--- src/gregorian_date_add_days_assert.svh ---
// ----------------------------------------------------------------------------
// gregorian_date_add_days assertion macros
// concurrent checks that vanish when ASSERT_OFF is defined
// ----------------------------------------------------------------------------
`ifndef GREGORIAN_DATE_ADD_DAYS_ASSERT_SVH
`define GREGORIAN_DATE_ADD_DAYS_ASSERT_SVH

`ifndef ASSERT_OFF
`define GDAD_ASSERT(label, clk, rst, prop) \
   label: assert property (@(posedge clk) disable iff (rst) prop) \
      else $error("gdad assertion failed");
`define GDAD_NEVER(label, clk, rst, cond) \
   label: assert property (@(posedge clk) disable iff (rst) !(cond)) \
      else $error("gdad forbidden condition seen");
`else
`define GDAD_ASSERT(label, clk, rst, prop)
`define GDAD_NEVER(label, clk, rst, cond)
`endif

`endif

--- src/gdad_pkg.sv ---
// ----------------------------------------------------------------------------
// gdad_pkg
// shared types, constants and calendar tables for the date add block
// ----------------------------------------------------------------------------
package gdad_pkg;

   localparam int AddBits  = 16;
   // running day count must hold any stored day plus the full count
   localparam int AccWidth = ((AddBits > 5) ? AddBits : 5) + 1;

   localparam logic [4:0]  ResetDay      = 5'd1;
   localparam logic [3:0]  ResetMonth    = 4'd1;
   localparam logic [15:0] ResetYear     = 16'd2000;
   localparam logic        ResetLeap     = 1'b1;
   localparam logic [3:0]  LastMonth     = 4'd12;
   localparam logic [3:0]  FirstMonth    = 4'd1;

   // odd divisor test: y divisible by 25 iff y * inv(25) mod 2^16 <= 65535 / 25
   localparam logic [15:0] Div25Inverse  = 16'd23593;
   localparam logic [15:0] Div25Limit    = 16'd2621;

   typedef enum logic [1:0] {
      ACT_LOAD    = 2'd0,
      ACT_ADVANCE = 2'd1,
      ACT_COMPARE = 2'd2
   } action_type;

   typedef enum logic [1:0] {
      ST_IDLE,
      ST_LEAP,
      ST_WALK,
      ST_DONE
   } state_type;

   function automatic logic [4:0] month_len(input logic [3:0] month, input logic leap);
      logic [4:0] len;
      begin
         case (month)
            4'd2:                      len = leap ? 5'd29 : 5'd28;
            4'd4, 4'd6, 4'd9, 4'd11:   len = 5'd30;
            default:                   len = 5'd31;
         endcase
         return len;
      end
   endfunction

   // days in the months before this one, out-of-range months count 31 days
   function automatic logic [8:0] days_before(input logic [3:0] month, input logic leap);
      logic [8:0] base;
      begin
         case (month)
            4'd0:    base = 9'd0;
            4'd1:    base = 9'd0;
            4'd2:    base = 9'd31;
            4'd3:    base = 9'd59;
            4'd4:    base = 9'd90;
            4'd5:    base = 9'd120;
            4'd6:    base = 9'd151;
            4'd7:    base = 9'd181;
            4'd8:    base = 9'd212;
            4'd9:    base = 9'd243;
            4'd10:   base = 9'd273;
            4'd11:   base = 9'd304;
            4'd12:   base = 9'd334;
            4'd13:   base = 9'd365;
            4'd14:   base = 9'd396;
            default: base = 9'd427;
         endcase
         return base + 9'((leap && month > 4'd2) ? 1 : 0);
      end
   endfunction

endpackage

--- src/gregorian_date_add_days.sv ---
// load goes through the leap state to done, compare and the unused action go straight to done
// advance walks the months, with a leap refresh at each year boundary crossed, then goes to done
// the month walk through one shared subtract and compare sets the advance time
// one item at a time; done holds while an older result is untaken, the next item is taken while a result waits
// synchronous reset sets the date to 1 january 2000, no result pending
// ----------------------------------------------------------------------------
// gregorian_date_add_days
// stored gregorian date with load, advance by days and compare actions
// ----------------------------------------------------------------------------
`include "gregorian_date_add_days_assert.svh"

module gregorian_date_add_days (
   input  logic        clock,
   input  logic        reset,
   input  logic        req_valid,
   output logic        req_ready,
   input  logic [1:0]  req_action,
   input  logic [4:0]  req_given_day,
   input  logic [3:0]  req_given_month,
   input  logic [15:0] req_given_year,
   input  logic [15:0] req_days_to_add,
   output logic        rsp_valid,
   input  logic        rsp_ready,
   output logic [4:0]  rsp_out_day,
   output logic [3:0]  rsp_out_month,
   output logic [15:0] rsp_out_year,
   output logic [8:0]  rsp_day_of_year,
   output logic        rsp_is_before,
   output logic        rsp_is_same
);

   localparam int AccWidth = gdad_pkg::AccWidth;

   gdad_pkg::state_type  state_ff, state_in;
   gdad_pkg::action_type op_ff, op_in;
   gdad_pkg::action_type action;

   logic [4:0]          day_ff, day_in;
   logic [3:0]          month_ff, month_in;
   logic [15:0]         year_ff, year_in;
   logic [AccWidth-1:0] acc_ff, acc_in;
   logic                before_ff, before_in;
   logic                same_ff, same_in;

   logic                rsp_valid_ff, rsp_valid_in;
   logic [4:0]          rsp_day_ff, rsp_day_in;
   logic [3:0]          rsp_month_ff, rsp_month_in;
   logic [15:0]         rsp_year_ff, rsp_year_in;
   logic [8:0]          rsp_doy_ff, rsp_doy_in;
   logic                rsp_is_before_ff, rsp_is_before_in;
   logic                rsp_is_same_ff, rsp_is_same_in;

   logic                leap;
   logic                leap_update;
   logic [4:0]          cur_len;
   logic [gdad_pkg::AddBits-1:0] count;

   assign action = gdad_pkg::action_type'(req_action);
   assign count  = gdad_pkg::AddBits'(req_days_to_add);
   assign cur_len = gdad_pkg::month_len(month_ff, leap);

   gdad_leap_unit u_leap (
      .clock  (clock),
      .reset  (reset),
      .update (leap_update),
      .year   (year_ff),
      .leap   (leap)
   );

   always_comb begin
      state_in         = state_ff;
      op_in            = op_ff;
      day_in           = day_ff;
      month_in         = month_ff;
      year_in          = year_ff;
      acc_in           = acc_ff;
      before_in        = before_ff;
      same_in          = same_ff;
      leap_update      = 1'b0;
      rsp_valid_in     = rsp_valid_ff && !rsp_ready;
      rsp_day_in       = rsp_day_ff;
      rsp_month_in     = rsp_month_ff;
      rsp_year_in      = rsp_year_ff;
      rsp_doy_in       = rsp_doy_ff;
      rsp_is_before_in = rsp_is_before_ff;
      rsp_is_same_in   = rsp_is_same_ff;
      req_ready        = (state_ff == gdad_pkg::ST_IDLE);

      case (state_ff)
         gdad_pkg::ST_IDLE: begin
            if (req_valid) begin
               op_in     = action;
               before_in = 1'b0;
               same_in   = 1'b0;
               case (action)
                  gdad_pkg::ACT_LOAD: begin
                     day_in   = req_given_day;
                     month_in = req_given_month;
                     year_in  = req_given_year;
                     state_in = gdad_pkg::ST_LEAP;
                  end
                  gdad_pkg::ACT_ADVANCE: begin
                     acc_in   = AccWidth'(day_ff) + AccWidth'(count);
                     state_in = gdad_pkg::ST_WALK;
                  end
                  gdad_pkg::ACT_COMPARE: begin
                     before_in = {year_ff, month_ff, day_ff} <
                                 {req_given_year, req_given_month, req_given_day};
                     same_in   = {year_ff, month_ff, day_ff} ==
                                 {req_given_year, req_given_month, req_given_day};
                     state_in  = gdad_pkg::ST_DONE;
                  end
                  default: begin
                     state_in = gdad_pkg::ST_DONE;
                  end
               endcase
            end
         end
         gdad_pkg::ST_LEAP: begin
            leap_update = 1'b1;
            state_in    = (op_ff == gdad_pkg::ACT_ADVANCE) ? gdad_pkg::ST_WALK
                                                           : gdad_pkg::ST_DONE;
         end
         gdad_pkg::ST_WALK: begin
            if (acc_ff > AccWidth'(cur_len)) begin
               acc_in = acc_ff - AccWidth'(cur_len);
               if (month_ff >= gdad_pkg::LastMonth) begin
                  // year rolls over, leap flag must follow before the next month
                  month_in = gdad_pkg::FirstMonth;
                  year_in  = year_ff + 16'd1;
                  state_in = gdad_pkg::ST_LEAP;
               end else begin
                  month_in = month_ff + 4'd1;
               end
            end else begin
               day_in   = acc_ff[4:0];
               state_in = gdad_pkg::ST_DONE;
            end
         end
         gdad_pkg::ST_DONE: begin
            if (!rsp_valid_ff || rsp_ready) begin
               rsp_valid_in     = 1'b1;
               rsp_day_in       = day_ff;
               rsp_month_in     = month_ff;
               rsp_year_in      = year_ff;
               rsp_doy_in       = 9'(day_ff) + gdad_pkg::days_before(month_ff, leap);
               rsp_is_before_in = before_ff;
               rsp_is_same_in   = same_ff;
               state_in         = gdad_pkg::ST_IDLE;
            end
         end
         default: begin
            state_in = gdad_pkg::ST_IDLE;
         end
      endcase
   end

   always_ff @(posedge clock) begin
      if (reset) begin
         state_ff     <= gdad_pkg::ST_IDLE;
         day_ff       <= gdad_pkg::ResetDay;
         month_ff     <= gdad_pkg::ResetMonth;
         year_ff      <= gdad_pkg::ResetYear;
         rsp_valid_ff <= 1'b0;
      end else begin
         state_ff     <= state_in;
         day_ff       <= day_in;
         month_ff     <= month_in;
         year_ff      <= year_in;
         rsp_valid_ff <= rsp_valid_in;
      end
   end

   always_ff @(posedge clock) begin
      op_ff            <= op_in;
      acc_ff           <= acc_in;
      before_ff        <= before_in;
      same_ff          <= same_in;
      rsp_day_ff       <= rsp_day_in;
      rsp_month_ff     <= rsp_month_in;
      rsp_year_ff      <= rsp_year_in;
      rsp_doy_ff       <= rsp_doy_in;
      rsp_is_before_ff <= rsp_is_before_in;
      rsp_is_same_ff   <= rsp_is_same_in;
   end

   assign rsp_valid       = rsp_valid_ff;
   assign rsp_out_day     = rsp_day_ff;
   assign rsp_out_month   = rsp_month_ff;
   assign rsp_out_year    = rsp_year_ff;
   assign rsp_day_of_year = rsp_doy_ff;
   assign rsp_is_before   = rsp_is_before_ff;
   assign rsp_is_same     = rsp_is_same_ff;

   // day count only shrinks while months are walked
   `GDAD_ASSERT(a_walk_shrinks, clock, reset, (state_ff == gdad_pkg::ST_WALK) |=> (acc_ff <= $past(acc_ff)))
   // leap flag at rest never set for a year not divisible by four
   `GDAD_ASSERT(a_leap_needs_four, clock, reset, (state_ff == gdad_pkg::ST_IDLE && year_ff[1:0] != 2'd0) |-> !leap)
   // a result only appears after the sequencer has finished an item
   `GDAD_ASSERT(a_rsp_from_done, clock, reset, $rose(rsp_valid_ff) |-> $past(state_ff == gdad_pkg::ST_DONE))
   `GDAD_NEVER(a_flags_exclusive, clock, reset, rsp_valid_ff && rsp_is_before_ff && rsp_is_same_ff)

endmodule

--- src/gdad_leap_unit.sv ---
// ----------------------------------------------------------------------------
// gdad_leap_unit
// registered gregorian leap flag for the stored year, refreshed on request
// ----------------------------------------------------------------------------
module gdad_leap_unit (
   input  logic        clock,
   input  logic        reset,
   input  logic        update,
   input  logic [15:0] year,
   output logic        leap
);

   logic [15:0] scaled;
   logic        div25;
   logic        leap_ff;
   logic        leap_in;

   assign scaled = 16'(year * gdad_pkg::Div25Inverse);
   assign div25  = (scaled <= gdad_pkg::Div25Limit);

   // by 100 means by 4 and 25, by 400 means by 16 and 25
   always_comb begin
      leap_in = leap_ff;
      if (update) begin
         leap_in = ((year[1:0] == 2'd0) && !div25) || ((year[3:0] == 4'd0) && div25);
      end
   end

   always_ff @(posedge clock) begin
      if (reset) begin
         leap_ff <= gdad_pkg::ResetLeap;
      end else begin
         leap_ff <= leap_in;
      end
   end

   assign leap = leap_ff;

endmodule
--- config.mk ---
export PLATFORM = sky130hd
export DESIGN_NAME = gregorian_date_add_days
export DESIGN_NICKNAME = d
export VERILOG_FILES = /design/src/gdad_pkg.sv /design/src/gregorian_date_add_days.sv /design/src/gdad_leap_unit.sv
export VERILOG_INCLUDE_DIRS = /design/src /design/src/src
export SDC_FILE = /design/constraint.sdc
export NUM_CORES = 1
export LEC_CHECK = 0
export BUFFER_PORTS_ARGS = -buffer_cell sky130_fd_sc_hd__buf_2
export CAP_MARGIN = 20
export CORE_MARGIN = 8
export CORE_UTILIZATION = 40
export CTS_CLUSTER_DIAMETER = 40
export CTS_CLUSTER_SIZE = 20
export DETAILED_ROUTE_END_ITERATION = 12
export PLACE_DENSITY = 0.57
export RECOVER_POWER = 50
export SYNTH_ARGS = -nofsm -noshare
export SYNTH_HDL_FRONTEND = slang
export SYNTH_SLANG_ARGS = --single-unit
--- constraint.sdc ---
create_clock -name clock -period 6.5 [get_ports clock]
set_input_delay 0.65 -clock clock [delete_from_list [all_inputs] [get_ports clock]]
set_output_delay 0.65 -clock clock [all_outputs]
set_load 0.01 [all_outputs]
* Word level (Yosys, flattened, before mapping)
Memory sizes are Yosys's and may differ from the RTL's. A register that Yosys moved wholly into a read port is not among the register bits.
Index checks and enable logic that the tools add are counted.
** Cells by class
- Add/sub/neg operators :: 6
- $mul :: 1
- Order comparisons :: 5
- Equal/unequal tests :: 20
- Mux-type cells :: 35
- Reductions and logical operators :: 22
** Operators by type and width (count)
- 16-bit two-way mux :: 4
- 17-bit two-way mux :: 3
- 17-bit case mux with 2 select lines :: 1
- 16-bit case mux with 2 select lines :: 1
- 25-bit == test :: 1
- 25-bit less-than comparator :: 1
- 4-bit two-way mux :: 6
- 9-bit two-way mux :: 2
- 5-bit by 16-bit adder with 17-bit output :: 1
- 17-bit by 5-bit greater-than comparator with 1-bit output :: 1
- 17-bit by 5-bit subtractor with 17-bit output :: 1
- 16-bit by 1-bit adder with 16-bit output, second input constant :: 1
- 16-bit by 12-bit less-or-equal comparator with 1-bit output, second input constant :: 1
- 16-bit by 15-bit multiplier with 16-bit output, second input constant :: 1
- 5-bit two-way mux :: 3
- 4-bit AND reduction :: 3
- 2-bit inequality test, second input constant :: 5
- 5-bit case mux with 2 select lines :: 1
- 5-bit by 9-bit adder with 9-bit output :: 1
- 9-bit by 1-bit adder with 9-bit output :: 1
- 4-bit by 3-bit == test with 1-bit output, second input constant :: 2
- 4-bit == test, second input constant :: 2
- 2-bit two-way mux :: 4
- 2-bit case mux with 2 select lines :: 2
- 21 further kinds :: 40
** Storage, ports and cells
- Bits in registers :: 86
- ROM bits :: 144
- Input bits :: 47
- Memories :: 1
** Memories
- (no name shown) :: depth 16, bits a word 9, rd ports 1, clocked after Yosys merged registers in 1, wr ports 0, RTL line gdad_pkg.sv:51 : case (month)

* Longest topological paths before layout
- Depth in word-level cells :: 8
- Depth in mapped cells :: 16
- Gate-level depth less buffers :: 16

* By module
Synthesis repeated with hierarchy kept, for this count alone.
** Second synthesis, totals
- Cells, all modules :: 792
- Area, all modules :: 7508.5 um2
** Modules (own cells, without submodules)
- gregorian_date_add_days :: instances 1, cells an instance 612, area each 5818.1 um2, sequential area each 2452.4 um2
- gdad_leap_unit :: instances 1, cells an instance 180, area each 1690.4 um2, sequential area each 20.0 um2

* Worst setup path before layout
Ideal clock, no wire load.
- Kind :: register to register
- From :: register year_ff[2]
- To :: register u_leap.leap_ff (netlist: u_leap.leap)
- Setup time :: 135 ps
- Data arrival time :: 4163 ps
- Required time :: 6365 ps
- Slack :: 2202 ps
- Cell stages (with the launch flop) :: 15
- Path buffers :: 0
- Period minus slack after synthesis :: 4298 ps
- Cell sequence :: dfxtp_1 > inv_1 > ha_1 > ha_1 > inv_1 > fa_1 > fa_1 > inv_1 > fa_1 > ha_1 > ha_1 > or2_2 > o21ba_2 > a2111oi_0 > a31oi_1
** Between the ends
- Longest elaborated chain between the ends :: 5
- Elaborated cells on any way between the ends :: 7
** RTL lines
- start, declared :: RTL line gregorian_date_add_days.sv:40 : logic [15:0] year_ff, year_in;
- start signal, assigned :: RTL line gregorian_date_add_days.sv:163 : year_ff <= gdad_pkg::ResetYear;
- start signal, assigned :: RTL line gregorian_date_add_days.sv:169 : year_ff <= year_in;
- 16-bit by 15-bit multiplier with 16-bit output :: RTL line gdad_leap_unit.sv:18 : assign scaled = 16'(year * gdad_pkg::Div25Inverse);
- 16-bit by 12-bit less-or-equal comparator with 1-bit output :: RTL line gdad_leap_unit.sv:19 : assign div25 = (scaled <= gdad_pkg::Div25Limit);
- 1-bit logical NOT :: RTL line gdad_leap_unit.sv:25 : leap_in = ((year[1:0] == 2'd0) && !div25) || ((year[3:0] == 4'd0) && div25);
- 1-bit logical AND :: RTL line gdad_leap_unit.sv:25
- 1-bit logical OR * :: RTL line gdad_leap_unit.sv:25
- end signal, assigned :: RTL line gdad_leap_unit.sv:31 : leap_ff <= gdad_pkg::ResetLeap;
- end signal, assigned :: RTL line gdad_leap_unit.sv:33 : leap_ff <= leap_in;
- end, declared :: RTL line gdad_leap_unit.sv:15 : logic leap_ff;
Every way passes the cells marked *; elsewhere a longest branch is shown, timed or not.
A chain may end at the register's enable or synchronous reset.

* Final worst setup path
Same ends and word-level chain as after synthesis.

==> impl_metrics.csv <==
group,metric,value,unit
global_route,grt_overflow,0,
critical_path,path_delay_family,"adder cells",
run_status,status,"finished with violations",
timing,worst_pin_slew,1.606,ns
critical_path,slowest_delay,0.55,ns
critical_path,cp-start-kind,"flip-flop",
route,drt_pre_antenna_iters,5,
min_path,min_path_type,"flip-flop to flip-flop",
global_route,met1_usage,22.39,%
synthesis,synth_nets,961,
critical_path,cp.buffers_inverters,3,
timing,tns,0,ns
global_route,top_usage_layer,"met2",
place,hpwlAfterDp,14.59,mm
synthesis,synth_area,0.007497,mm2
timing,fin_crit,4.635,ns
global_route,grt_pass1_vias,5939,
route,drc,0,
synthesis,ys.flop_type,"edfxtp_1",
global_route,antenna_found_initial,1,
critical_path,cp_common_cell,"ha_1",
floorplan,io_pins,85,
global_route,grt_max_degree,54,
timing,fin_crit_sh,71.31,%
route,wl_per_cell,17.33,um
critical_path,critPathSlowestCell,"fa_1",
critical_path,cp.arrival,4.86,ns
synthesis,ys_ff_latch,95,
place,io_buffers,84,
synthesis,yosysMostFrequentCell,"ha_1",
critical_path,criticalPathCategory,"flip-flop to flip-flop",
floorplan,initial_utilization,40.35,%
global_route,grt_pass1_wl,31.38,mm
clock_tree,cts-buffers-inserted,9,
timing,max_slew_margin,-7.484,%
critical_path,path_cells,"inv_1 -> ha_1 -> ha_1 -> inv_1 -> fa_1 -> fa_1 -> inv_1 -> fa_1 -> ha_1 -> ha_1 -> or2_2 -> o21ba_2 -> a2111oi_0 -> a31oi_1",
timing,timing.fmax,215.7,MHz
clock_tree,clkLatencyLatePin,0.36,ns
clock_tree,cts_max_path_buffers,2,
synthesis,synth-edff-count,57,
power,p_leak,3.656,nW
global_route,use_met3,2.791,%
timing,final-max-slew-violation-count,20,
synthesis,async_reset_ff_share,0,%
run,max-cap-violations,1,
timing,rsz0062_at_grt,"no",
clock_tree,clock_sinks,95,
finish,drive_gt1_share,9.292,%
timing,setup_viol_count_final,0,
route,route.vias.total,5825,
floorplan,die_w,152.9,um
synthesis,synth_commonest_cells,"ha_1, inv_1, nand2_1, nor2_1, edfxtp_1",
timing,finalClockSkew,0.008110,ns
finish,antenna_cells,0,
global_route,grtUsageTotal,16.65,%
clock_tree,cts_resized,0,
route,ant_nets,0,
place,routabilityCongestion,0.8349,
synthesis,synth_largest_area_cell,"edfxtp_1",
synthesis,ys_warn_count,0,
clock_tree,cts_htree_levels,3,
route,wl,18.97,mm
critical_path,endpoint_kind,"flip-flop",
critical_path,path_max_fanout,9,
floorplan,die_area,0.02338,mm2
synthesis,postSynthAreaPerCell,9.599,um2
clock_tree,cts_tree,"yes",
critical_path,required,6.73,ns
clock_tree,cts.clk_slew.worst_paths,0.07,ns
synthesis,synthTopCellsByArea,"edfxtp_1, ha_1, dfxtp_1",
global_route,met2_usage,26.60,%
clock_tree,holdBufCountCts,0,
clock_tree,cts_root_buffer,"clkbuf_16",
place,pre_cts_ws,1.907,ns
synthesis,yosysUniqueCellTypes,67,
synthesis,seq_area_frac_synth,32.98,%
synthesis,synth_top_area_share,22.83,%
clock_tree,post_cts_buffers,0,
finish,syn2layout_area_growth,12.62,%
power,power_density,316.2,mW/mm2
route,initialDrtViolationCount,353,
run_status,failed_checks,"capacitance limit, slew limit",
floorplan,placement_rows,50,
synthesis,syn_inst,781,
timing,hold_viol,0,
finish,nets,1036,
route,vias_per_cell,5.320,
power,ir_drop,143.5,uV
timing,worst_slack,1.865,ns
floorplan,core,0.01858,mm2
floorplan,die_h,152.9,um
-- final cells by class --
| cell class | instances | area (um2) |
|---|---|---|
| sequential | 95 | 2472 |
| multi-input combinational | 569 | 4591 |
| inverter | 92 | 345.3 |
| fill | 1810 | 10140 |
| timing repair buffer | 89 | 407.9 |
| clock buffer | 10 | 239.0 |
| clock inverter | 6 | 95.09 |
| tap | 234 | 292.8 |
-- cell usage in the layout (no fill, tap or decap), types with 35 or more instances in the layout --
cell type,count
ha_1,111
o21ai_0,37
nor2_1,58
buf_2,44
a21oi_1,35
clkbuf_1,40
nand2_1,59
edfxtp_1,57
inv_1,92
dfxtp_1,38
-- layer usage --
| layer | routed length, um | vias to the layer above |
|---|---|---|
| met2 | 8444 | 137 |
| li1 | - | 2948 |
| met4 | 339 | 2 |
| met5 | 11 | - |
| met1 | 9225 | 2716 |
| met3 | 953 | 22 |
-- worst register-to-register path: stages (launching register included) --
cell,delay (ns)
dfxtp_1,0.51
inv_1,0.11
ha_1,0.31
ha_1,0.27
inv_1,0.05
fa_1,0.48
fa_1,0.55
inv_1,0.06
fa_1,0.49
ha_1,0.31
ha_1,0.33
or2_2,0.30
o21ba_2,0.19
a2111oi_0,0.41
a31oi_1,0.13
-- through the flow --
step / hold WS (ns) / utilization [%] / power, W / instances / cell area (um2)
floorplan: 0.4003 / - / 0.001766 / 781 / 7497
global placement: 0.4095 / 43.95 / 0.002071 / 1079 / 8167
detailed placement: 0.4240 / 43.95 / 0.002079 / 1079 / 8167
CTS: 0.4401 / 45.75 / 0.002700 / 1095 / 8501
global route: 0.4433 / 45.44 / 0.002907 / 1095 / 8443
finish: 0.4391 / 45.44 / 0.002670 / 1095 / 8443
-- final timing paths --
check                                start          end  slack [ns]  depth (start not counted)
worst max register to register  year_ff[2]  u_leap.leap        1.86                         14
worst min-delay path               same_ff  rsp_is_same        0.44                          0
worst max-delay path            year_ff[2]  u_leap.leap        1.86                         14
worst min register to register     same_ff  rsp_is_same        0.44                          0
-- cells by family after synthesis --
| group | synth area share (%) |
|---|---|
| XOR/XNOR | 5.724 |
| adder cells (fa/ha/maj) | 24.40 |
| multiplexers | 1.836 |
| AND/OR/NAND/NOR | 13.27 |
| AO/OA/AOI/OAI | 15.87 |
| flip-flops | 32.98 |
| buffers and inverters | 5.925 |
-- registers in the layout (all words and copies together), names as in the netlist, named ones only --
name             cells
op_ff                2
u_leap.leap          1
month_ff             4
state_ff             2
day_ff               5
rsp_out_month        4
year_ff             16
same_ff              1
before_ff            1
rsp_is_same          1
rsp_out_day          5
rsp_day_of_year      9
rsp_out_year        16
rsp_is_before        1
rsp_valid            1
acc_ff              17
-- report_power, final --
group	internal, W	total (W)	leakage, nW	switching [W]
clock	0.000354	0.000606	0.166	0.000252
sequential	0.000732	0.000826	0.838	0.0000946
combinational	0.000560	0.00124	2.65	0.000678
total	0.00165	0.00267	3.66	0.00102
Note: power is estimated with default switching activity, not from simulation.
